<file path="src/sv/fpb_pkg.sv">
// Shared types and constants for the floating-point power-by-squaring block.
package fpb_pkg;

    localparam int EXP_WIDTH = 32;
    localparam int CNT_W     = $clog2(EXP_WIDTH);

    localparam logic [63:0] ONE_BITS       = 64'h3FF0_0000_0000_0000;
    localparam logic [63:0] DEFAULT_NAN    = 64'hFFF8_0000_0000_0000;
    localparam logic [62:0] NEAR_ZERO_MAG  = 63'h3E45_798E_E230_8C3A;
    localparam logic [10:0] EXP_ALL_ONES   = 11'h7FF;

    typedef enum logic [2:0] {
        T_IDLE,
        T_SCAN,
        T_NEXT,
        T_WAIT_SQ,
        T_MULX,
        T_WAIT_MX,
        T_WAIT_DIV,
        T_OUT
    } top_state_t;

    typedef enum logic [2:0] {
        F_IDLE,
        F_NORM,
        F_MUL,
        F_DIV,
        F_ALIGN,
        F_ROUND,
        F_DONE
    } fpu_state_t;

    typedef enum logic {
        OP_MUL,
        OP_RECIP
    } fpu_op_t;

    typedef struct packed {
        logic    start;
        fpu_op_t op;
    } fpu_req_t;

    typedef struct packed {
        logic        done;
        logic [63:0] result;
    } fpu_rsp_t;

endpackage

</file>
<file path="src/sv/fpb_fpu.sv">
// Iterative binary64 multiply and reciprocal unit with round-to-nearest-even.
module fpb_fpu
    import fpb_pkg::*;
(
    input  logic        clk,
    input  logic        rst_n,
    input  fpu_req_t    req,
    input  logic [63:0] a,
    input  logic [63:0] b,
    output fpu_rsp_t    rsp
);

    fpu_state_t         state_reg, state_next;
    fpu_op_t            op_reg, op_next;
    logic [5:0]         cnt_reg, cnt_next;
    logic               sign_reg, sign_next;
    logic [52:0]        ma_reg, ma_next;
    logic [52:0]        mb_reg, mb_next;
    logic signed [13:0] ea_reg, ea_next;
    logic signed [13:0] eb_reg, eb_next;
    logic signed [13:0] exp_reg, exp_next;
    logic [105:0]       w_reg, w_next;
    logic [53:0]        rem_reg, rem_next;
    logic               sticky_reg, sticky_next;
    logic [63:0]        res_reg, res_next;

    logic [10:0]  a_exp, b_exp;
    logic [51:0]  a_frac, b_frac;
    logic         a_nan, b_nan, a_inf, b_inf, a_zero, b_zero;
    logic [26:0]  mul_x, mul_y;
    logic [53:0]  pp;
    logic [6:0]   pp_shift;
    logic         ge;
    logic [53:0]  diff;
    logic signed [13:0] under;
    logic [6:0]   rsh;
    logic [105:0] shifted, lost_mask;
    logic [52:0]  m;
    logic         g, s, up;
    logic [53:0]  mr;
    logic [10:0]  base_exp;
    logic [62:0]  mag;

    assign a_exp  = a[62:52];
    assign b_exp  = b[62:52];
    assign a_frac = a[51:0];
    assign b_frac = b[51:0];
    assign a_nan  = (a_exp == EXP_ALL_ONES) && (a_frac != '0);
    assign b_nan  = (b_exp == EXP_ALL_ONES) && (b_frac != '0);
    assign a_inf  = (a_exp == EXP_ALL_ONES) && (a_frac == '0);
    assign b_inf  = (b_exp == EXP_ALL_ONES) && (b_frac == '0);
    assign a_zero = (a[62:0] == '0);
    assign b_zero = (b[62:0] == '0);

    // The 53x53 significand product is built from four 27x27 partial products.
    always_comb
    begin
        case (cnt_reg[1:0])
            2'd0:
            begin
                mul_x    = ma_reg[26:0];
                mul_y    = mb_reg[26:0];
                pp_shift = 7'd0;
            end
            2'd1:
            begin
                mul_x    = ma_reg[26:0];
                mul_y    = {1'b0, mb_reg[52:27]};
                pp_shift = 7'd27;
            end
            2'd2:
            begin
                mul_x    = {1'b0, ma_reg[52:27]};
                mul_y    = mb_reg[26:0];
                pp_shift = 7'd27;
            end
            default:
            begin
                mul_x    = {1'b0, ma_reg[52:27]};
                mul_y    = {1'b0, mb_reg[52:27]};
                pp_shift = 7'd54;
            end
        endcase
    end

    assign pp   = mul_x * mul_y;
    assign ge   = (rem_reg >= {1'b0, mb_reg});
    assign diff = ge ? (rem_reg - {1'b0, mb_reg}) : rem_reg;

    // Rounding: results below the normal range are shifted right first.
    always_comb
    begin
        under = 14'sd1 - exp_reg;
        if (exp_reg >= 14'sd1)
        begin
            rsh = 7'd0;
        end
        else if (under > 14'sd127)
        begin
            rsh = 7'd127;
        end
        else
        begin
            rsh = under[6:0];
        end
        shifted   = w_reg >> rsh;
        lost_mask = ~({106{1'b1}} << rsh);
        m         = shifted[105:53];
        g         = shifted[52];
        s         = (shifted[51:0] != '0) || ((w_reg & lost_mask) != '0) || sticky_reg;
        up        = g && (s || m[0]);
        mr        = {1'b0, m} + {53'b0, up};
        base_exp  = (exp_reg >= 14'sd1) ? exp_reg[10:0] - 11'd1 : 11'd0;
        mag       = {base_exp, 52'b0} + {9'b0, mr};
    end

    always_comb
    begin
        state_next  = state_reg;
        op_next     = op_reg;
        cnt_next    = cnt_reg;
        sign_next   = sign_reg;
        ma_next     = ma_reg;
        mb_next     = mb_reg;
        ea_next     = ea_reg;
        eb_next     = eb_reg;
        exp_next    = exp_reg;
        w_next      = w_reg;
        rem_next    = rem_reg;
        sticky_next = sticky_reg;
        res_next    = res_reg;
        rsp.done    = 1'b0;
        rsp.result  = res_reg;

        case (state_reg)
            F_IDLE:
            begin
                if (req.start)
                begin
                    op_next    = req.op;
                    state_next = F_NORM;
                    ma_next    = {(a_exp != '0), a_frac};
                    ea_next    = (a_exp == '0) ? 14'sd1 : $signed({3'b0, a_exp});
                    mb_next    = {(b_exp != '0), b_frac};
                    eb_next    = (b_exp == '0) ? 14'sd1 : $signed({3'b0, b_exp});
                    if (req.op == OP_MUL)
                    begin
                        sign_next = a[63] ^ b[63];
                        if (a_nan)
                        begin
                            res_next   = {a[63:52], 1'b1, a[50:0]};
                            state_next = F_DONE;
                        end
                        else if (b_nan)
                        begin
                            res_next   = {b[63:52], 1'b1, b[50:0]};
                            state_next = F_DONE;
                        end
                        else if ((a_inf && b_zero) || (a_zero && b_inf))
                        begin
                            res_next   = DEFAULT_NAN;
                            state_next = F_DONE;
                        end
                        else if (a_inf || b_inf)
                        begin
                            res_next   = {a[63] ^ b[63], EXP_ALL_ONES, 52'b0};
                            state_next = F_DONE;
                        end
                        else if (a_zero || b_zero)
                        begin
                            res_next   = {a[63] ^ b[63], 63'b0};
                            state_next = F_DONE;
                        end
                    end
                    else
                    begin
                        // The dividend is the constant one.
                        sign_next = b[63];
                        ma_next   = {1'b1, 52'b0};
                        ea_next   = 14'sd1023;
                        if (b_nan)
                        begin
                            res_next   = {b[63:52], 1'b1, b[50:0]};
                            state_next = F_DONE;
                        end
                        else if (b_inf)
                        begin
                            res_next   = {b[63], 63'b0};
                            state_next = F_DONE;
                        end
                        else if (b_zero)
                        begin
                            res_next   = {b[63], EXP_ALL_ONES, 52'b0};
                            state_next = F_DONE;
                        end
                    end
                end
            end
            F_NORM:
            begin
                if (!ma_reg[52])
                begin
                    ma_next = {ma_reg[51:0], 1'b0};
                    ea_next = ea_reg - 14'sd1;
                end
                else if (!mb_reg[52])
                begin
                    mb_next = {mb_reg[51:0], 1'b0};
                    eb_next = eb_reg - 14'sd1;
                end
                else
                begin
                    cnt_next = '0;
                    w_next   = '0;
                    rem_next = {2'b01, 52'b0};
                    state_next = (op_reg == OP_MUL) ? F_MUL : F_DIV;
                end
            end
            F_MUL:
            begin
                w_next   = w_reg + ({52'b0, pp} << pp_shift);
                cnt_next = cnt_reg + 6'd1;
                if (cnt_reg[1:0] == 2'd3)
                begin
                    exp_next    = ea_reg + eb_reg - 14'sd1022;
                    sticky_next = 1'b0;
                    state_next  = F_ALIGN;
                end
            end
            F_DIV:
            begin
                rem_next = {diff[52:0], 1'b0};
                w_next   = {w_reg[104:0], ge};
                cnt_next = cnt_reg + 6'd1;
                if (cnt_reg == 6'd55)
                begin
                    w_next      = {w_reg[54:0], ge, 50'b0};
                    sticky_next = (diff != '0);
                    exp_next    = 14'sd2046 - eb_reg;
                    state_next  = F_ALIGN;
                end
            end
            F_ALIGN:
            begin
                if (!w_reg[105])
                begin
                    w_next   = {w_reg[104:0], 1'b0};
                    exp_next = exp_reg - 14'sd1;
                end
                state_next = F_ROUND;
            end
            F_ROUND:
            begin
                if (exp_reg >= 14'sd2047)
                begin
                    res_next = {sign_reg, EXP_ALL_ONES, 52'b0};
                end
                else
                begin
                    res_next = {sign_reg, mag};
                end
                state_next = F_DONE;
            end
            F_DONE:
            begin
                rsp.done   = 1'b1;
                state_next = F_IDLE;
            end
            default:
            begin
                state_next = F_IDLE;
            end
        endcase
    end

    always_ff @(posedge clk or negedge rst_n)
    begin
        if (!rst_n)
        begin
            state_reg <= F_IDLE;
            cnt_reg   <= '0;
        end
        else
        begin
            state_reg <= state_next;
            cnt_reg   <= cnt_next;
        end
    end

    always_ff @(posedge clk)
    begin
        op_reg     <= op_next;
        sign_reg   <= sign_next;
        ma_reg     <= ma_next;
        mb_reg     <= mb_next;
        ea_reg     <= ea_next;
        eb_reg     <= eb_next;
        exp_reg    <= exp_next;
        w_reg      <= w_next;
        rem_reg    <= rem_next;
        sticky_reg <= sticky_next;
        res_reg    <= res_next;
    end

endmodule

</file>
<file path="src/sv/float_power_by_squaring_top.sv">
// Top level: square-and-multiply sequencer around the shared floating-point unit.
//
//   channel | signals                                  | direction
//   input   | in_valid, in_ready, base, exponent       | into block
//   output  | out_valid, out_ready, power, invalid_now,| out of block
//           | invalid_seen                             |
//
// One item at a time: in_ready is high only while the sequencer is idle.
// An item first scans past the leading zero bits of |exponent|, then runs the
// squarings and multiplies (up to 60), plus a reciprocal for a negative exponent.
// Each squaring or multiply is issued by the sequencer, then the arithmetic unit
// runs normalize, four passes of the 27x27 multiplier, align, round and hand back.
// Subnormal operands add one normalizing shift per leading zero bit.
// Reset is asynchronous and clears the sequencer and the sticky invalid flag.
// A held result stalls the block until out_ready takes it.
module float_power_by_squaring_top
    import fpb_pkg::*;
(
    input  logic        clk,
    input  logic        rst_n,
    input  logic        in_valid,
    output logic        in_ready,
    input  logic [63:0] base,
    input  logic [31:0] exponent,
    output logic        out_valid,
    input  logic        out_ready,
    output logic [63:0] power,
    output logic        invalid_now,
    output logic        invalid_seen
);

    top_state_t           state_reg, state_next;
    logic [63:0]          x_reg, x_next;
    logic [63:0]          r_reg, r_next;
    logic [EXP_WIDTH-1:0] mag_reg, mag_next;
    logic [CNT_W-1:0]     left_reg, left_next;
    logic                 neg_reg, neg_next;
    logic [63:0]          power_reg, power_next;
    logic                 inv_now_reg, inv_now_next;
    logic                 sticky_reg, sticky_next;

    logic [EXP_WIDTH-1:0] e_in, e_mag;
    logic                 e_neg, near_zero;
    fpu_req_t             fpu_req;
    fpu_rsp_t             fpu_rsp;
    logic [63:0]          fpu_a, fpu_b;

    assign e_in  = exponent[EXP_WIDTH-1:0];
    assign e_neg = e_in[EXP_WIDTH-1];
    assign e_mag = e_neg ? (~e_in + 1'b1) : e_in;
    // NaN counts as near zero.
    assign near_zero = ((base[62:52] == EXP_ALL_ONES) && (base[51:0] != '0))
                       || (base[62:0] <= NEAR_ZERO_MAG);

    fpb_fpu u_fpu (
        .clk   (clk),
        .rst_n (rst_n),
        .req   (fpu_req),
        .a     (fpu_a),
        .b     (fpu_b),
        .rsp   (fpu_rsp)
    );

    always_comb
    begin
        state_next   = state_reg;
        x_next       = x_reg;
        r_next       = r_reg;
        mag_next     = mag_reg;
        left_next    = left_reg;
        neg_next     = neg_reg;
        power_next   = power_reg;
        inv_now_next = inv_now_reg;
        sticky_next  = sticky_reg;
        fpu_req.start = 1'b0;
        fpu_req.op    = OP_MUL;
        fpu_a         = r_reg;
        fpu_b         = r_reg;

        case (state_reg)
            T_IDLE:
            begin
                if (in_valid)
                begin
                    x_next       = base;
                    mag_next     = e_mag;
                    neg_next     = e_neg;
                    left_next    = CNT_W'(EXP_WIDTH - 1);
                    inv_now_next = 1'b0;
                    if (e_neg && near_zero)
                    begin
                        power_next   = '0;
                        inv_now_next = 1'b1;
                        sticky_next  = 1'b1;
                        state_next   = T_OUT;
                    end
                    else if (e_mag == '0)
                    begin
                        power_next = ONE_BITS;
                        state_next = T_OUT;
                    end
                    else
                    begin
                        state_next = T_SCAN;
                    end
                end
            end
            T_SCAN:
            begin
                if (mag_reg[EXP_WIDTH-1])
                begin
                    r_next     = x_reg;
                    state_next = T_NEXT;
                end
                else
                begin
                    mag_next  = {mag_reg[EXP_WIDTH-2:0], 1'b0};
                    left_next = left_reg - 1'b1;
                end
            end
            T_NEXT:
            begin
                if (left_reg == '0)
                begin
                    if (neg_reg)
                    begin
                        fpu_req.start = 1'b1;
                        fpu_req.op    = OP_RECIP;
                        state_next    = T_WAIT_DIV;
                    end
                    else
                    begin
                        power_next = r_reg;
                        state_next = T_OUT;
                    end
                end
                else
                begin
                    mag_next      = {mag_reg[EXP_WIDTH-2:0], 1'b0};
                    left_next     = left_reg - 1'b1;
                    fpu_req.start = 1'b1;
                    state_next    = T_WAIT_SQ;
                end
            end
            T_WAIT_SQ:
            begin
                if (fpu_rsp.done)
                begin
                    r_next = fpu_rsp.result;
                    if (mag_reg[EXP_WIDTH-1])
                    begin
                        state_next = T_MULX;
                    end
                    else
                    begin
                        state_next = T_NEXT;
                    end
                end
            end
            T_MULX:
            begin
                // The unit is back in idle here and takes the multiply by the base.
                fpu_a         = r_reg;
                fpu_b         = x_reg;
                fpu_req.start = 1'b1;
                state_next    = T_WAIT_MX;
            end
            T_WAIT_MX:
            begin
                if (fpu_rsp.done)
                begin
                    r_next     = fpu_rsp.result;
                    state_next = T_NEXT;
                end
            end
            T_WAIT_DIV:
            begin
                if (fpu_rsp.done)
                begin
                    power_next = fpu_rsp.result;
                    state_next = T_OUT;
                end
            end
            T_OUT:
            begin
                if (out_ready)
                begin
                    state_next = T_IDLE;
                end
            end
            default:
            begin
                state_next = T_IDLE;
            end
        endcase
    end

    always_ff @(posedge clk or negedge rst_n)
    begin
        if (!rst_n)
        begin
            state_reg  <= T_IDLE;
            sticky_reg <= 1'b0;
        end
        else
        begin
            state_reg  <= state_next;
            sticky_reg <= sticky_next;
        end
    end

    always_ff @(posedge clk)
    begin
        x_reg       <= x_next;
        r_reg       <= r_next;
        mag_reg     <= mag_next;
        left_reg    <= left_next;
        neg_reg     <= neg_next;
        power_reg   <= power_next;
        inv_now_reg <= inv_now_next;
    end

    assign in_ready     = (state_reg == T_IDLE);
    assign out_valid    = (state_reg == T_OUT);
    assign power        = power_reg;
    assign invalid_now  = inv_now_reg;
    assign invalid_seen = sticky_reg;

`ifndef ASSERT_OFF
    a_one_side: assert property (@(posedge clk) disable iff (!rst_n)
        !(in_ready && out_valid))
        else $error("input and output sides active together");

    a_invalid_zero: assert property (@(posedge clk) disable iff (!rst_n)
        (out_valid && invalid_now) |-> (power == '0 && invalid_seen))
        else $error("invalid item without zero power or sticky flag");

    a_sticky_holds: assert property (@(posedge clk) disable iff (!rst_n)
        !$fell(invalid_seen))
        else $error("sticky invalid flag cleared");

    a_fpu_idle_done: assert property (@(posedge clk) disable iff (!rst_n)
        fpu_rsp.done |-> (state_reg == T_WAIT_SQ || state_reg == T_WAIT_MX
                          || state_reg == T_WAIT_DIV))
        else $error("arithmetic result with no operation pending");
`endif

endmodule
</file>
<file path="config.mk">
export PLATFORM = sky130hd
export DESIGN_NAME = float_power_by_squaring_top
export DESIGN_NICKNAME = d
export VERILOG_FILES = /design/src/sv/fpb_pkg.sv /design/src/sv/fpb_fpu.sv /design/src/sv/float_power_by_squaring_top.sv
export SDC_FILE = /design/constraint.sdc
export NUM_CORES = 2
export LEC_CHECK = 0
export CAP_MARGIN = 20
export CORE_ASPECT_RATIO = 2
export CORE_MARGIN = 4
export CORE_UTILIZATION = 35
export CTS_CLUSTER_DIAMETER = 60
export DETAILED_ROUTE_END_ITERATION = 12
export DONT_BUFFER_PORTS = 1
export PLACE_DENSITY_LB_ADDON = 0.3
export SLEW_MARGIN = 0
export SYNTH_ARGS = -nofsm -noshare
export SYNTH_HDL_FRONTEND = slang
export SYNTH_SLANG_ARGS = --single-unit
</file>
<file path="constraint.sdc">
create_clock -name clk -period 17.2 [get_ports clk]
set_input_delay 1.72 -clock clk [delete_from_list [all_inputs] [get_ports clk]]
set_output_delay 1.72 -clock clk [all_outputs]
set_load 0.1 [all_outputs]
</file>
==> reports/results.ini <==
[routing]
ant_nets=0
vias_per_cell=6.27
detailedRoute.firstIterationViolations=7757
drc=0
wl_per_cell_um=33.9
wl_um=397000
vias=73500
firstDrtPassIters=8

[placed_design]
place_hpwl_um=311000
gp_congestion=1.06
io_buffer_count=0

[timing]
fin_skew_ps=77.0
relSlewSlack=0.0936
finalSetupViolCount=0
hold_viol_final=0
fmax_ghz=0.0634
final_max_slew_viol_count=0
timing.hold.ws_ps=533
final.setup.tns_ps=0
layout_min_cycle_time_ps=15780
tightest_slew_ps=1340
finalCritPeriodShare=0.917
rsz0062_at_grt=no

[clocking]
cts_setup_buffers=0
cts.clk_slew.worst_paths_ps=80
h-tree-depth=3
root_buffer=clkbuf_16
cts_resized=0
clkSinkCount=618
cts_tree=done
clk_latency_ps=740
clockBufferDepth=3
ctsHoldBuffers=0
cts_buffers=69

[yosys]
yosysWarningCount=0
synth_area_mm2=0.0761
ys_seq_area_frac=0.243
synthArstFlopShare=0.0210
avgSynthCellArea_um2=8.50
synth-main-ff-cell=edfxtp_1
syn-num-nets=10100
synth_seq_cells=618
synth.distinct_cells=119
synth_edf_count=605
netlist_instances=8950

[critical_path]
end_kind=flop
r2r_slack_ps=1420
required_ps=17610
path_common_cell=a21oi_1
crit_type=reg -> reg
max_stage_delay_ps=750
setup.worst_path.start=u_fpu.cnt_reg[1]
crit_arrival_ps=16190
rr_startpoint=u_fpu.cnt_reg[1]
start_kind=flop
critPathMaxFanout=30
cpMaxStageDelayCell=nor2_4
worst-r2r-cell-count=52
worstReg2RegEnd=u_fpu.w_reg[105]

[floorplanning]
start_util=0.353
dieArea_mm2=0.225
die_w_um=338
rows=241
core_area_mm2=0.216
ios=168
dieHeight_um=667

[global_route]
grt_util_all_layers=0.346
grt_overflow=0
grt_pass1_vias=74400
grt_max_degree=92
grt_pass1_wl_um=556000
antenna_found_initial=40

[finish]
largest_register_ffs=106
final_layout_size_suffix_gt1_frac=0.0837
fillers=22100
area_delta_synth_final_pct=8.83
fin_nets=9959

[worst_hold_path]
min-delay-start=mag_reg[0]
hold_class=reg -> reg
min_path_cells=2
hold_end=mag_reg[1]

[run]
maxCapViolations=0

[run_status]
outcome=finished, final reports clean

## cell usage in the layout, fill, tap and decap left out, drive strengths merged, types with 203 or more instances in the layout
cell,instances
nand2,1210
fa,627
edfxtp,605
xnor2,203
nor2,795
nand3,221
inv,923
o21ai,543
buf,322
a21oi,521
ha,407
## how the worst max path moves through the flow
stage / end / slack [ps] / cells after the start
6_report: u_fpu.w_reg[105] / 1420 / 52
3_5_place_dp: u_fpu.w_reg[105] / 2020 / 52
2_1_floorplan: u_fpu.w_reg[102] / 3570 / 53
4_1_cts: u_fpu.w_reg[105] / 1880 / 52
5_1_grt: u_fpu.w_reg[105] / 840 / 51
3_3_place_gp: u_fpu.w_reg[104] / 2120 / 53
## synthesized netlist by cell type (46+ instances only)
cell type	n	share of area
a31oi_1	117	0.0096
a21o_1	115	0.011
o31ai_1	51	0.0050
o22ai_1	116	0.0095
fa_1	627	0.16
edfxtp_1	605	0.24
nand2_1	1206	0.059
a211oi_1	69	0.0068
mux2_2	116	0.017
nor3_1	168	0.011
o21ai_0	506	0.033
and3_1	71	0.0058
nand4_1	105	0.0086
a21oi_1	520	0.034
xor2_1	142	0.016
xnor2_1	203	0.023
nand3_1	220	0.014
buf_1	57	0.0028
mux2i_1	186	0.024
inv_1	912	0.045
or3_1	47	0.0039
o21bai_1	46	0.0045
nor2_1	792	0.039
a22o_1	118	0.014
and2_1	63	0.0052
o211ai_1	51	0.0050
ha_1	407	0.067
clkbuf_1	402	0.020
nor4_1	103	0.0085
a22oi_1	120	0.012
## cell type report
type / count / area [um^2] / area share
multi-input combinational: 6891 / 52600 / 0.635
sequential: 618 / 18500 / 0.223
tap: 2794 / 3500 / 0.0422
inverter: 919 / 3450 / 0.0416
timing repair buffer: 326 / 2520 / 0.0305
clock buffer: 77 / 1780 / 0.0215
clock inverter: 46 / 423 / 0.00511
antenna: 38 / 95.1 / 0.00115
## worst max-delay path, delay by kind of cell, from the launching register on
kind                       cells  cell delay (ps)
buffers and inverters         10             1540
AOI/OAI and AO/OA             23             5950
adders and majority gates     10             4670
DFF                            1              460
and+or+nand+nor                6             1670
muxes                          1              690
xor gates and xnor gates       2              420
## cells by family after synthesis
kind of cell | share of synthesized area
xor gates and xnor gates | 0.0397
and+or+nand+nor | 0.176
DFF | 0.243
adders and majority gates | 0.232
muxes | 0.0447
AOI/OAI and AO/OA | 0.191
buffers and inverters | 0.0732
## per-layer routing
metal  global-route usage  routed length [um]  vias to the layer above
met4                0.387               56300                       26
met3               0.0858               31500                     1732
li1                     -                   -                    31300
met5                    0                 221                        -
met2                0.584              190000                     4261
met1                0.321              118000                    36200
## stage by stage
step / util / setup slack [ps] / cell area, um^2 / std cells
CTS: 0.383 / 1880 / 82600 / 11700
global placement: 0.372 / 2120 / 80400 / 11500
global route: 0.383 / 836 / 82800 / 11700
floorplan: - / 3570 / 76100 / 8950
finish: 0.384 / 1420 / 82800 / 11700
detailed placement: 0.372 / 2020 / 80400 / 11500
Power is not shown: default switching activity piles up to over one toggle a cycle in this logic, so the estimate is an artifact.
